`config.mk`:
```
export PLATFORM = sky130hd
export DESIGN_NAME = adc_ladder_key_decoder_core
export DESIGN_NICKNAME = d
export VERILOG_FILES = /design/src/hw/rtl/adckd_pkg.sv /design/src/hw/rtl/adc_ladder_key_decoder_core.sv
export SDC_FILE = /design/constraint.sdc
export NUM_CORES = 1
export LEC_CHECK = 0
export BUFFER_PORTS_ARGS = -buffer_cell sky130_fd_sc_hd__buf_2
export CORE_ASPECT_RATIO = 1.5
export CORE_MARGIN = 2
export CORE_UTILIZATION = 50
export CTS_CLUSTER_DIAMETER = 60
export DETAILED_ROUTE_END_ITERATION = 10
export GPL_TIMING_DRIVEN = 0
export PLACE_DENSITY_LB_ADDON = 0.25
export SLEW_MARGIN = 0
export SYNTH_ARGS = -nofsm -noshare
export SYNTH_HDL_FRONTEND = slang
export SYNTH_SLANG_ARGS = --single-unit
```
`constraint.sdc`:
```
create_clock -name clk -period 5.2 [get_ports clk]
set_input_delay 0.52 -clock clk [delete_from_list [all_inputs] [get_ports clk]]
set_output_delay 0.52 -clock clk [all_outputs]
set_load 0.02 [all_outputs]
```
`src/hw/rtl/adckd_pkg.sv`:
```
`default_nettype none
package adckd_pkg;

  localparam int KEY_SLOTS = 16;
  localparam int ADC_BITS  = 10;
  localparam int SLOT_W    = $clog2(KEY_SLOTS);
  localparam int LINE_W    = 4;
  localparam int CODE_W    = 8;

  localparam logic REQ_WRITE  = 1'b0;
  localparam logic REQ_LOOKUP = 1'b1;

  typedef struct packed {
    logic                req_type;
    logic [3:0]          key_slot;
    logic [LINE_W-1:0]   line_id;
    logic [ADC_BITS-1:0] ad_value;
    logic [ADC_BITS-1:0] half_width;
    logic [CODE_W-1:0]   key_code;
    logic                entry_valid;
  } req_t;

  typedef struct packed {
    logic [CODE_W-1:0] found_code;
    logic [3:0]        found_slot;
    logic              found;
    logic              last;
  } rsp_t;

  // one table entry as kept in the key memory
  typedef struct packed {
    logic [LINE_W-1:0]   line;
    logic [ADC_BITS-1:0] nominal;
    logic [ADC_BITS-1:0] tolerance;
    logic [CODE_W-1:0]   code;
  } key_entry_t;

endpackage
`default_nettype wire

```
`src/hw/rtl/adc_ladder_key_decoder_core.sv`:
```
`default_nettype none
// channel   | ports                          | handshake
// ----------+--------------------------------+--------------------------------------
// request   | start, busy, request (req_t)   | taken at edge with start & !busy
// result    | result_strobe, result (rsp_t)  | valid for one cycle while strobe high
//
// A write request goes to the key memory at the accepting edge; busy stays low.
// A lookup walks every slot: S_J_REQ per empty slot, S_J_REQ and S_J_LOAD per valid
// slot on another line, and per valid slot on the line S_J_REQ, S_J_LOAD (entry read),
// S_K_SCAN (scan of all slots through the single memory read port) and S_TEST (window
// test), then S_DONE for the last result. Results leave one hit behind the scan.
// Reset clears the valid bits and the sequencer; the receiver cannot stall.
module adc_ladder_key_decoder_core
  import adckd_pkg::*;
(
  input  wire logic clk,
  input  wire logic rst,
  input  wire logic start,
  output logic      busy,
  input  req_t      request,
  output logic      result_strobe,
  output rsp_t      result
);

  localparam int KC_W = $clog2(KEY_SLOTS + 1);

  typedef enum logic [2:0] {
    S_IDLE,
    S_J_REQ,
    S_J_LOAD,
    S_K_SCAN,
    S_TEST,
    S_DONE
  } state_t;

  state_t state;

  key_entry_t mem [KEY_SLOTS];
  key_entry_t rd_data;
  logic [SLOT_W-1:0] rd_addr;
  logic [KEY_SLOTS-1:0] key_valid;

  logic accept, wr_en;
  key_entry_t wr_entry;

  logic [LINE_W-1:0]   lk_line;
  logic [ADC_BITS-1:0] lk_sample;
  logic [SLOT_W-1:0]   j;
  logic [KC_W-1:0]     kc;
  logic [ADC_BITS-1:0] nom_j, tol_j, lower, upper;
  logic [CODE_W-1:0]   code_j;
  logic                cut_lo, cut_hi;
  logic                have_pend;
  logic [CODE_W-1:0]   pend_code;
  logic [SLOT_W-1:0]   pend_slot;

  // scan evaluation of the entry in rd_data (slot kc-1)
  logic [SLOT_W-1:0]   ev_idx;
  logic                ev_near, ev_above;
  logic [ADC_BITS-1:0] ev_d, ev_half, ev_cand;
  logic [ADC_BITS:0]   ev_sum, ev_dp1;
  logic                hit;
  logic                j_last;

  assign busy   = (state != S_IDLE);
  assign accept = start && !busy;
  assign wr_en  = accept && (request.req_type == REQ_WRITE)
                  && (int'(request.key_slot) < KEY_SLOTS);
  assign j_last = (j == SLOT_W'(KEY_SLOTS - 1));

  always_comb begin
    wr_entry.line      = request.line_id;
    wr_entry.nominal   = request.ad_value;
    wr_entry.tolerance = request.half_width;
    wr_entry.code      = request.key_code;
  end

  always_comb begin
    if (state == S_K_SCAN) begin
      rd_addr = kc[SLOT_W-1:0];
    end else begin
      rd_addr = j;
    end
  end

  always_ff @(posedge clk) begin
    if (wr_en) begin
      mem[request.key_slot[SLOT_W-1:0]] <= wr_entry;
    end
    rd_data <= mem[rd_addr];
  end

  always_ff @(posedge clk) begin
    if (rst) begin
      key_valid <= '0;
    end else if (wr_en) begin
      key_valid[request.key_slot[SLOT_W-1:0]] <= request.entry_valid;
    end
  end

  always_comb begin
    ev_idx   = SLOT_W'(kc - KC_W'(1));
    ev_above = (nom_j > rd_data.nominal);
    ev_d     = ev_above ? (nom_j - rd_data.nominal) : (rd_data.nominal - nom_j);
    ev_sum   = {1'b0, tol_j} + {1'b0, rd_data.tolerance};
    ev_dp1   = {1'b0, ev_d} + (ADC_BITS + 1)'(1);
    ev_half  = ev_dp1[ADC_BITS:1];
    ev_cand  = ev_above ? (ev_half - ADC_BITS'(1)) : ev_half;
    ev_near  = (kc != '0) && key_valid[ev_idx] && (rd_data.line == lk_line)
               && (ev_d != '0) && ({1'b0, ev_d} <= ev_sum);
    hit      = (({1'b0, lk_sample} + {1'b0, lower}) >= {1'b0, nom_j})
               && ({1'b0, lk_sample} <= ({1'b0, nom_j} + {1'b0, upper}));
  end

  always_ff @(posedge clk) begin
    if (rst) begin
      state         <= S_IDLE;
      result_strobe <= 1'b0;
      have_pend     <= 1'b0;
    end else begin
      unique case (state)
        S_IDLE: begin
          result_strobe <= 1'b0;
          if (accept && request.req_type == REQ_LOOKUP) begin
            lk_line   <= request.line_id;
            lk_sample <= request.ad_value;
            j         <= '0;
            have_pend <= 1'b0;
            state     <= S_J_REQ;
          end
        end
        S_J_REQ: begin
          result_strobe <= 1'b0;
          if (key_valid[j]) begin
            state <= S_J_LOAD;
          end else if (j_last) begin
            state <= S_DONE;
          end else begin
            j <= j + SLOT_W'(1);
          end
        end
        S_J_LOAD: begin
          result_strobe <= 1'b0;
          if (rd_data.line != lk_line) begin
            if (j_last) begin
              state <= S_DONE;
            end else begin
              j     <= j + SLOT_W'(1);
              state <= S_J_REQ;
            end
          end else begin
            nom_j  <= rd_data.nominal;
            tol_j  <= rd_data.tolerance;
            code_j <= rd_data.code;
            lower  <= rd_data.tolerance;
            upper  <= rd_data.tolerance;
            cut_lo <= 1'b0;
            cut_hi <= 1'b0;
            kc     <= '0;
            state  <= S_K_SCAN;
          end
        end
        S_K_SCAN: begin
          result_strobe <= 1'b0;
          // nearest neighbor on each side sets the cut
          if (ev_near) begin
            if (ev_above) begin
              if (!cut_lo || ev_cand < lower) begin
                lower  <= ev_cand;
                cut_lo <= 1'b1;
              end
            end else begin
              if (!cut_hi || ev_cand < upper) begin
                upper  <= ev_cand;
                cut_hi <= 1'b1;
              end
            end
          end
          if (kc == KC_W'(KEY_SLOTS)) begin
            state <= S_TEST;
          end else begin
            kc <= kc + KC_W'(1);
          end
        end
        S_TEST: begin
          result_strobe <= hit && have_pend;
          if (hit) begin
            // a newer hit means the held one is not the last
            if (have_pend) begin
              result.found_code <= pend_code;
              result.found_slot <= 4'(pend_slot);
              result.found      <= 1'b1;
              result.last       <= 1'b0;
            end
            have_pend <= 1'b1;
            pend_code <= code_j;
            pend_slot <= j;
          end
          if (j_last) begin
            state <= S_DONE;
          end else begin
            j     <= j + SLOT_W'(1);
            state <= S_J_REQ;
          end
        end
        S_DONE: begin
          result_strobe <= 1'b1;
          result.last   <= 1'b1;
          if (have_pend) begin
            result.found_code <= pend_code;
            result.found_slot <= 4'(pend_slot);
            result.found      <= 1'b1;
          end else begin
            result.found_code <= '0;
            result.found_slot <= '0;
            result.found      <= 1'b0;
          end
          have_pend <= 1'b0;
          state     <= S_IDLE;
        end
        default: begin
          result_strobe <= 1'b0;
          state         <= S_IDLE;
        end
      endcase
    end
  end

endmodule
`default_nettype wire
```
# Yosys cells after proc, flatten, opt, wreduce, memory -nomap -nowiden
# Memory sizes are Yosys's and may differ from the RTL's. A register that Yosys moved wholly into a read port is not among the register bits.
# Index checks and enable logic that the tools add are counted.
[totals] out_inout_bits=16 romBits=0 inputBits=41 wordCells=154 ram_bits=512 latchBits=0 register_bits=120 memories=1
[op_classes] n_shift=0 n_lt_le_gt_ge=10 n_eq_ne=23 n_reduce_logical=33 div=0 addsub=10 bitwise_logic=3 n_mux=53 mul=0
[memory_table] memory="mem" depth=16 width=32 rd=1 rd_clocked_by_memory_dff=1 write_ports=1 line="adc_ladder_key_decoder_core.sv:38" source="key_entry_t mem [KEY_SLOTS];"
[op_table] cell="two-way mux 10 bit" n=9
[op_table] cell="one-hot mux 10 bit (2 select lines)" n=2
[op_table] cell="adder 10 x 10 -> 11 bit" n=3
[op_table] cell="two-way mux 14 bit" n=2
[op_table] cell="one-hot mux 14 bit (2 select lines)" n=1
[op_table] cell="<= comparator 10 x 11 -> 1 bit" n=2
[op_table] cell="< comparator 10 bit" n=2
[op_table] cell="two-way mux 4 bit" n=5
[op_table] cell="!= test 2 bit (second input constant)" n=10
[op_table] cell="subtractor 10 bit" n=2
[op_table] cell="two-way mux 3 bit" n=6
[op_table] cell="bitwise mux 16 bit" n=1
[op_table] cell="one-hot mux 4 bit (4 select lines)" n=1
[op_table] cell="< comparator 4 x 5 -> 1 bit (second input constant)" n=3
[op_table] cell="one-hot mux 3 bit (5 select lines)" n=1
[op_table] cell="AND reduction 3 bit" n=5
[op_table] cell="two-way mux 1 bit" n=14
[op_table] cell="two-way mux 13 bit" n=1
[op_table] cell="AND reduction 6 bit" n=2
[op_table] cell="adder 10 x 1 -> 11 bit (second input constant)" n=1
[op_table] cell="greater-or-equal comparator 11 x 10 -> 1 bit" n=1
[op_table] cell="> comparator 10 bit" n=1
[op_table] cell="logical AND 1 bit" n=10
[op_table] cell="two-way mux 5 bit" n=2
[op_table] cell="30 further kinds" n=45

# Logic depth before layout (Yosys ltp)
# Gate-level depths: netlist of run 1.
[logic_depth] depth_word=11 ltp_mapped=27 depth_no_buf=25

# Least setup slack after synthesis of run 1
# No wires, ideal clock.
[synth_timing] path_kind="register to register" start="register nom_j[0]" end="register cut_lo (enable)" stages_incl_launch_ff=25 n_path_buf=2 path_slack_ns=-0.600 required_time_ns=4.807 arrival_ns=5.407 setup_time_ns=0.393 period_less_slack_ns=5.800 path_cell_list="edfxtp_1 inv_1 ha_1 inv_1 fa_1 a21o_1 a221oi_2 o21a_1 buf_4 nor2_1 buf_2 mux2i_1 nor2_1 xnor2_1 ha_1 and3_1 nand4_1 and3b_1 or3_1 and2_1 ha_1 a21o_1 a2111oi_0 a21oi_1 nor3_1"
[synth_via] elab_chain_cells=9 elab_cells_between_ends=17 cone_classes="add/sub: 4; order compare: 3; eq/ne: 3; mux: 2; reduce/logical: 5"
[synth_lines] element="start: declaration" line="adc_ladder_key_decoder_core.sv:50" source="logic [ADC_BITS-1:0] nom_j, tol_j, lower, upper;"
[synth_lines] element="start signal: assignment" line="adc_ladder_key_decoder_core.sv:152" source="nom_j <= rd_data.nominal;"
[synth_lines] element="subtractor 10 bit / > comparator 10 bit (equally long branches)" line="adc_ladder_key_decoder_core.sv:104, adc_ladder_key_decoder_core.sv:103"
[synth_lines] element="two-way mux 10 bit" line="adc_ladder_key_decoder_core.sv:104" source="ev_d = ev_above ? (nom_j - rd_data.nominal) : (rd_data.nominal - nom_j);"
[synth_lines] element="adder 10 x 1 -> 11 bit" line="adc_ladder_key_decoder_core.sv:106" source="ev_dp1 = {1'b0, ev_d} + (ADC_BITS + 1)'(1);"
[synth_lines] element="subtractor 10 x 1 -> 10 bit" line="adc_ladder_key_decoder_core.sv:108" source="ev_cand = ev_above ? (ev_half - ADC_BITS'(1)) : ev_half;"
[synth_lines] element="two-way mux 10 bit" line="adc_ladder_key_decoder_core.sv:108"
[synth_lines] element="< comparator 10 bit" line="adc_ladder_key_decoder_core.sv:168" source="if (!cut_lo || ev_cand < lower) begin"
[synth_lines] element="logical OR 1 bit" line="adc_ladder_key_decoder_core.sv:168"
[synth_lines] element="!= test 2 x 1 -> 1 bit (no source line)"
[synth_lines] element="AND reduction 6 bit (no source line) (*)"
[synth_lines] element="end signal: assignment" line="adc_ladder_key_decoder_core.sv:157" source="cut_lo <= 1'b0;"
[synth_lines] element="end signal: assignment" line="adc_ladder_key_decoder_core.sv:170" source="cut_lo <= 1'b1;"
[synth_lines] element="end: declaration" line="adc_ladder_key_decoder_core.sv:52" source="logic cut_lo, cut_hi;"
# Every way passes the cells marked *; elsewhere a longest branch is shown, timed or not.
# A chain may end at the register's enable or synchronous reset.

# Worst setup path after layout of run 1
[layout_timing] start="register nom_j[0]" end="register lower[3] (enable)"
[layout_via] elab_chain_cells=9 elab_cells_between_ends=17 cone_classes="add/sub: 4; order compare: 3; eq/ne: 3; mux: 2; reduce/logical: 5"
[layout_lines] element="subtractor 10 bit / > comparator 10 bit (equally long branches)" line="adc_ladder_key_decoder_core.sv:104, adc_ladder_key_decoder_core.sv:103"
[layout_lines] element="two-way mux 10 bit" line="adc_ladder_key_decoder_core.sv:104"
[layout_lines] element="adder 10 x 1 -> 11 bit" line="adc_ladder_key_decoder_core.sv:106"
[layout_lines] element="subtractor 10 x 1 -> 10 bit" line="adc_ladder_key_decoder_core.sv:108"
[layout_lines] element="two-way mux 10 bit" line="adc_ladder_key_decoder_core.sv:108"
[layout_lines] element="< comparator 10 bit" line="adc_ladder_key_decoder_core.sv:168"
[layout_lines] element="logical OR 1 bit" line="adc_ladder_key_decoder_core.sv:168"
[layout_lines] element="!= test 2 x 1 -> 1 bit (no source line)"
[layout_lines] element="AND reduction 6 bit (no source line) (*)"
[layout_lines] element="end signal: assignment" line="adc_ladder_key_decoder_core.sv:155" source="lower <= rd_data.tolerance;"
[layout_lines] element="end signal: assignment" line="adc_ladder_key_decoder_core.sv:169" source="lower <= ev_cand;"
[layout_lines] element="end: declaration" line="adc_ladder_key_decoder_core.sv:50"
# Marks and branches as above.

==> results of run 1 <==
sequential cells by signal, summed over array words and instances (netlist names), 4 cells and up:
name       cells
kc             5
code_j         8
tol_j         10
nom_j         10
pend_slot      4
mem          512
key_valid     16
lower         10
rd_data       32
j              4
lk_sample     10
upper         10
pend_code      8
result        14
lk_line        4
worst paths after layout:
path / start / to / slack (ps) / cells after the start
max: nom_j[0] / lower[3] / -50 / 25
min: rst / result_strobe / 170 / 2
max reg2reg: nom_j[0] / lower[3] / -50 / 25
min reg2reg: rd_data[2] / code_j[2] / 400 / 0
power by group:
| group | internal, W | switching (W) |
|---|---|---|
| logic | 0.000418 | 0.000592 |
| clock network | 0.00229 | 0.00192 |
| registers | 0.00588 | 0.0000358 |
worst register-to-register path, delay by kind of cell (launching register included):
family                     cells  cell delay, ps
xor gates and xnor gates       1             140
and+or+nand+nor                8            1270
muxes                          1             230
DFF                            1             390
adders and majority gates      4             950
buffers and inverters          5             550
AOI/OAI and AO/OA              6            1380
metrics by stage:
stage	instance area (sq um)	setup slack (ps)
4_1_cts	32700	-92.0
5_1_grt	32700	-184
3_3_place_gp	29800	-2340
3_5_place_dp	30400	-1030
6_report	32700	-52.7
2_1_floorplan	28600	0.384
layout make-up:
type,instances,share of cell area [%]
Timing Repair Buffer,114,2.99
Multi-Input combinational cell,905,27.2
Antenna cell,2,0.0153
Clock buffer,74,4.77
Buffer,74,0.998
Tap cell,763,2.92
Sequential cell,664,59.3
Inverter,78,0.894
Clock inverter,35,0.971
placed cells by master (no fill, tap or decap), drive strengths merged, types with 22 or more instances in the layout:
cell    synthesis  routed
edfxtp        611     611
buf            28     142
mux4          137     137
clkbuf         46     120
nand2         109     109
ha            102     102
inv            78      79
a21oi          60      60
nor2           54      54
dfxtp          53      53
and2           39      39
xnor2          37      37
o21ai          37      37
a31oi          36      36
a211oi         35      35
a21o           28      28
clkinv          0      26
nor2b          24      24
nand3          22      22
repair_timing:
item	in CTS	in global routing
gates cloned	1	0
buffers inserted	19	7
gates resized for setup	36	17
setup endpoints to repair	48	36
pin swaps	25	25
metal layers:
metal  wire [um]  track usage [%]  share of wire [%]  vias up
met1       24300             26.8                 36     8167
met2       37200             43.8                 55      465
met3        2820             2.49                4.2      129
li1            -                -                  -     7109
met4        2990             10.2                4.4        0
met5           0                0                  0        -
logic make-up (layout without fill, tap and decap cells):
family	Yosys count	count (layout)	synth area share, %
AO/OA/AOI/OAI	264	264	6.12
XOR/XNOR	47	47	1.44
adder cells (fa/ha/maj)	107	107	4.83
buffers and inverters	152	375	2.13
flip-flops	664	664	68.1
multiplexers	159	159	11.6
other	0	2	0
AND/OR/NAND/NOR	328	328	5.80
==> run summary, run 1 <==
The synthesis-to-finish area growth came out at 14.8%. The run finished, with violations left. The final worst slack is -52.7 ps. The time the worst path needs with I/O delays and setup came out at 5250 ps.

Cells fill 57.8% of the core in the end. The data required time of the critical path came out at 5520 ps. The biggest area contributor in the post-synthesis netlist is sky130_fd_sc_hd__edfxtp_1. By area the synthesized netlist is led by sky130_fd_sc_hd__edfxtp_1, sky130_fd_sc_hd__mux4_2, sky130_fd_sc_hd__ha_1. The wire length per cell after detailed routing is 24.8 um. The number of synthesized register bits came out at 664. The cell with the most instances after synthesis is sky130_fd_sc_hd__edfxtp_1. The most used flip-flop cell after synthesis is sky130_fd_sc_hd__edfxtp_1.

By count the netlist is led by sky130_fd_sc_hd__edfxtp_1, sky130_fd_sc_hd__mux4_2, sky130_fd_sc_hd__nand2_1. The arrival time reported for the critical path endpoint is 5570 ps. The wire length of the first global-routing pass came out at 101000 um. The non-filler instance count after layout is 2709. The maximum single-stage delay on the critical path is 390 ps.

The placed cell count is 2573. Clock-pin slew was measured on the worst setup and hold paths at 70 ps. The maximum number of pins on one net before global-route repair is 26. The clock tree synthesis step divided the H-tree into 2 levels. The net count of the mapped netlist came out at 1869. The final-layout fill cell count is 4294. The slew of the pin with the lowest slew margin came out at 992 ps. The leakage power came out at 11.3 nW. The synthesized cell area came out at 28500 sq um. STA classifies the critical path startpoint as a register. The final worst hold slack is 174 ps.

The core region area came out at 56600 sq um. Summed over all layers, the global routing overflow is 0. Setup repair after global routing could not meet its margin everywhere. The routability congestion estimate from global placement is 0.928.

The worst hold path belongs to the class input pin to register. The number of flops mapped to enable cells by yosys came out at 611. The share of synthesized flip-flops with an asynchronous set or reset is 0%. The post-route netlist has 22.7% of its cells at a drive strength greater than 1. The checks that failed: negative setup slack.

Detailed routing inserted a total of 15870 vias. In the final layout, the multi-input gates occupy 8890 sq um. The number of buffer and inverter stages on the critical path is 5.

The number of buffer cells added on primary ports came out at 56. STA classifies the critical path endpoint as a register. The number of placement rows is 107. TritonCTS built the clock tree. In the routed design, unresolved DRC markers number 0. The final layout contains routed wiring with a total length of 67300 um. During synthesis, Yosys emitted a total of 0 warnings. The detailed-placement wirelength estimate came out at 47800 um. The mean instance size in the synthesized netlist came out at 16.6 sq um. The overall power of the completed layout is 0.0111 W. The die span in x came out at 199 um. The post-route setup TNS is -502 ps. Max-cap violations in this run came to 0. The residual antenna-violating net count after detailed routing is 0. After clock tree synthesis, the flow added hold-fix buffers numbering 0.

The setup path with the least slack is of type register to register. The clock reaches the later pin of the worst-skew pair after 620 ps. The die height came out at 297 um.

The CTS buffer count came out at 58. The area taken by flip-flops and latches came out at 19400 sq um. The ratio of total power to cell area came out at 340 nW/um^2.

CTS saw 664 sinks. The initial detailed-routing violation count came out at 1330. The slowest stage of the critical path is the sky130_fd_sc_hd__edfxtp_1 cell.

In this run the tightest slew margin relative to its limit is 33.9%. The number of standard cells after synthesis is 1721. The via count of the first global-routing pass came out at 16406. Dividing the detail-routed via count by the number of cells gives 5.86. The area enclosed by the die boundary came out at 59000 sq um. The area share of the leading cell type in the synthesized netlist came out at 64.3%. Across the VDD grid, the largest voltage drop is 0.310 mV. The count of final setup violators is 11. The clock root buffer is sky130_fd_sc_hd__clkbuf_16. The post-route clock period utilization came out at 101%. The share of the Yosys chip area taken by registers is 68.1%. The initial cell density of the core is 50.4%. In the final design database the tool counted 2043 nets. The worst setup skew after layout came out at 36.5 ps. The distinct cell type count of the synthesized netlist came out at 73.

The cell family with the largest share of critical-path delay is compound AO/OA/AOI/OAI gates. The first-pass detailed-route iteration total came out at 5. The maximum achievable frequency came out at 190 MHz. Of all nets on the critical path, the largest fanout is 11. The maximum clock insertion buffer count came out at 3. The total count of hold-check failures in the final report came out at 0. The number of max-slew violations in the final report was 0. The number of antenna violations at the first check in global routing is 2.

57 I/O pins were placed. Global routing used 23.3% of the available tracks.
Note: power is estimated with default switching activity, not from simulation.
==> inputs of run 2 (changes only) <==
Settings changed: ABC_AREA set to 1, CAP_MARGIN set to 20.
==> run summary, run 2 <==
Outcome: finished, final reports clean (was finished with violations). The die height came out at 301 um (was 297 um). The maximum achievable frequency came out at 208 MHz (was 190 MHz). The later-pin clock latency in the skew report was 650 ps (was 620 ps). The mean instance size in the synthesized netlist came to 11.3 sq um (was 16.6 sq um). The flip-flop count of the largest register, all copies and words added came out at 512 (unchanged). The non-filler instance count after layout is 3580 (was 2709). The leakage power came to 12.0 nW (was 11.3 nW).

Most frequent cells in the layout: sky130_fd_sc_hd__edfxtp_1, sky130_fd_sc_hd__nor2_1, sky130_fd_sc_hd__o21ai_0, sky130_fd_sc_hd__nand2_1, sky130_fd_sc_hd__inv_1 (was sky130_fd_sc_hd__edfxtp_1, sky130_fd_sc_hd__mux4_2, sky130_fd_sc_hd__nand2_1, sky130_fd_sc_hd__ha_1, sky130_fd_sc_hd__inv_1). The number of antenna violations at the first check in global routing came out at 5 (was 2). The primary flip-flop cell chosen by synthesis mapping is sky130_fd_sc_hd__edfxtp_1 (unchanged). The share of synthesized flip-flops with an asynchronous set or reset came out at 0% (unchanged). The first-pass detailed-route iteration total is 5 (unchanged). Top cells by area, synth: sky130_fd_sc_hd__edfxtp_1, sky130_fd_sc_hd__nor2_1, sky130_fd_sc_hd__o21ai_0 (was sky130_fd_sc_hd__edfxtp_1, sky130_fd_sc_hd__mux4_2, sky130_fd_sc_hd__ha_1). The worst setup skew after layout came out at 23.9 ps (was 36.5 ps). The die span in x came out at 202 um (was 199 um). The clock input transition at the sequential cells of the worst setup and hold paths was 70 ps (about the same).

The CTS H-tree depth came out at 2 (unchanged). The cell with the most instances after synthesis is sky130_fd_sc_hd__edfxtp_1 (unchanged). The slowest library cell on the worst path was sky130_fd_sc_hd__edfxtp_1 (unchanged).

The total count of hold-check failures in the final report is 0 (unchanged). The number of hold buffers added after CTS came to 0 (unchanged). The sort of element at the end of the critical path was a register (unchanged). The core region area was 58600 sq um (was 56600 sq um). The path type of the worst setup path is register to register (unchanged). The top cell type by total area after synthesis is sky130_fd_sc_hd__edfxtp_1 (unchanged).

The count of final setup violators came out at 0 (was 11). The worst hold path class is input pin to register (unchanged). The final worst hold slack is 248 ps (was 174 ps). The slew of the pin with the lowest slew margin is 990 ps (was 992 ps). The number of nets in the final layout is 2902 (was 2043). The maximum single-stage delay on the critical path is 550 ps (was 390 ps). The data required time of the critical path is 5540 ps (was 5520 ps).

The wire length of the first global-routing pass came out at 129000 um (was 101000 um). The detailed-placement wirelength estimate is 62500 um (was 47800 um). The number of buffer cells added on primary ports was 54 (was 56). The post-route setup TNS came to 0 ps (was -502 ps). The synthesis warning total is 0 (unchanged). The overflow left after global routing is 0 (unchanged). The clock root buffer is sky130_fd_sc_hd__clkbuf_16 (unchanged).

The time the worst path needs with I/O delays and setup is 4810 ps (was 5250 ps). The number of sinks on the clock net is 664 (unchanged). The synthesis-to-finish area growth was 12.8% (was 14.8%). The initial cell density of the core came to 50.2% (was 50.4%). The placed cell count came out at 3462 (was 2573). The number of max-slew violations in the final report is 0 (unchanged).

The max-cap check violation count was 0 (unchanged). The fraction of layout instances using a drive strength above 1 came out at 9.96% (was 22.7%). The overall routed net length came out at 89500 um (was 67300 um). Most common library cells after synthesis: sky130_fd_sc_hd__edfxtp_1, sky130_fd_sc_hd__nor2_1, sky130_fd_sc_hd__o21ai_0 (was sky130_fd_sc_hd__edfxtp_1, sky130_fd_sc_hd__mux4_2, sky130_fd_sc_hd__nand2_1). The largest fanout of any net on the critical path is 11 (unchanged). The number of synthesized register bits is 664 (unchanged). The most frequent cell on the critical path is sky130_fd_sc_hd__nand2_1. The ratio of total power to cell area came to 374 nW/um^2 (was 340 nW/um^2). The area share of the leading cell type in the synthesized netlist came out at 62.3% (was 64.3%). The maximum clock insertion buffer count is 3 (unchanged).

The CTS buffer count came out at 57 (was 58). The maximum number of pins on one net before global-route repair was 29 (was 26). The core utilization of the finished layout came to 56.7% (was 57.8%). The part of the Yosys area used for sequential elements is 65.9% (was 68.1%). The final-layout fill cell count came out at 4788 (was 4294). The wire length per cell after detailed routing is 25.0 um (was 24.8 um). The via count of the first global-routing pass came to 20609 (was 16406). The peak ir drop on the vdd network came to 0.319 mV (was 0.310 mV). The combined global-route utilization of all metal layers is 29.0% (was 23.3%). The area of the multi-input gates is 9100 sq um (was 8890 sq um). The area enclosed by the die boundary is 60900 sq um (was 59000 sq um).

The routability congestion estimate from global placement is 0.921 (was 0.928). The most common cell after layout, fill and taps aside is sky130_fd_sc_hd__edfxtp_1 (unchanged). The nature of the critical path startpoint was a register (unchanged).

The number of standard cells after synthesis is 2613 (was 1721). The total DRC errors in the routed layout came out at 0 (unchanged). The routed via count divided by cell count is 5.95 (was 5.86). The arrival time reported for the critical path endpoint is 5160 ps (was 5570 ps). The post-route clock period utilization is 92.6% (was 101%). The area taken by flip-flops and latches is 19400 sq um (about the same). The total via count after detailed routing was 21307 (was 15870). The total I/O pin count came out at 57 (unchanged). The number of placement rows is 109 (was 107).

The number of flops mapped to enable cells by yosys came out at 611 (unchanged). The residual antenna-violating net count after detailed routing is 0 (unchanged). The initial detailed-routing violation count is 2276 (was 1330).

The synthesized cell area came out at 29500 sq um (was 28500 sq um). The worst relative slew slack was 34.0% (was 33.9%). The TritonCTS clock tree is yes (unchanged). The net count of the mapped netlist came out at 2761 (was 1869).

The distinct cell type count of the synthesized netlist came out at 48 (was 73).
run 2: cell count changes after synthesis, sizes merged, moves of 34 or more:
| cell | change |
|---|---|
| mux4 | -137 |
| nand3 | +50 |
| o21ai | +305 |
| inv | +98 |
| clkbuf | +34 |
| o221ai | +35 |
| nand2 | +181 |
| and2 | -38 |
| nor2 | +453 |
| nor3 | +43 |
run 2: per-layer routing:
metal	share of wire, %	up-vias	GRT usage (%)
met5	0.053	-	0
met2	50	1095	51.4
met3	7.2	354	4.27
met4	7.3	8	18.7
li1	-	9551	-
met1	35	10299	32.8
run 2: layout make-up:
| class | count | area share, % |
|---|---|---|
| diodes | 1 | 0.00753 |
| plain buffers | 121 | 1.56 |
| clock buffers | 69 | 4.46 |
| clock inverters | 38 | 1.02 |
| inverters | 180 | 2.03 |
| multi-input cells | 1648 | 27.4 |
| flip-flops and latches | 664 | 58.4 |
| well taps | 777 | 2.93 |
| repair buffers | 82 | 2.20 |
run 2: what timing repair did:
action | CTS | global route
endpoints found under the setup margin | 22 | 22
buffers inserted | 0 | 9
gates cloned | 0 | 0
resized for setup | 4 | 29
pin swaps | 0 | 1
endpoints found under the hold margin | 0 | 0
run 2: path summary, 6_finish.rpt:
path               from  slack [ps]  cells past startpoint        end
max            nom_j[6]         390                     29   upper[5]
min          request[3]         250                      1  mem[0][2]
max reg2reg    nom_j[6]         390                     29   upper[5]
min reg2reg  rd_data[0]         410                      0  code_j[0]
run 2: power by group:
| group | total (W) | switching [W] | internal, W |
|---|---|---|---|
| sequential | 0.00602 | 0.0000786 | 0.00594 |
| clock | 0.00423 | 0.00198 | 0.00225 |
| combinational | 0.00217 | 0.00153 | 0.000633 |
| total | 0.0124 | 0.00359 | 0.00882 |
run 2: cells by family (layout without fill, tap and decap cells):
group           after synthesis  after routing  share of synthesized area, %
simple gates                956            956                          13.4
flops                       664            664                          65.9
compound gates              543            543                          10.7
buf+inv                     301            490                          4.04
fa+ha+maj                   107            107                          4.67
xor+xnor                     41             41                          1.22
mux                           1              1                        0.0382
other cells                   0              1                             0
run 2: stage by stage:
step,setup WS [ps],area [sq um],total power [W]
after floorplan,559,29500,0.00744
after global placement,-317,30700,0.00816
after detailed placement,-383,31200,0.00822
after CTS,52.1,33000,0.0124
after global routing,-11.2,33200,0.0128
final,385,33200,0.0124
run 2: critical path: cells and delay by family (launching register included):
| kind | cells | cell delay, ps |
|---|---|---|
| AOI/OAI and AO/OA | 4 | 590 |
| adders and majority gates | 2 | 690 |
| buffers and inverters | 3 | 420 |
| DFF | 1 | 550 |
| and+or+nand+nor | 20 | 2250 |
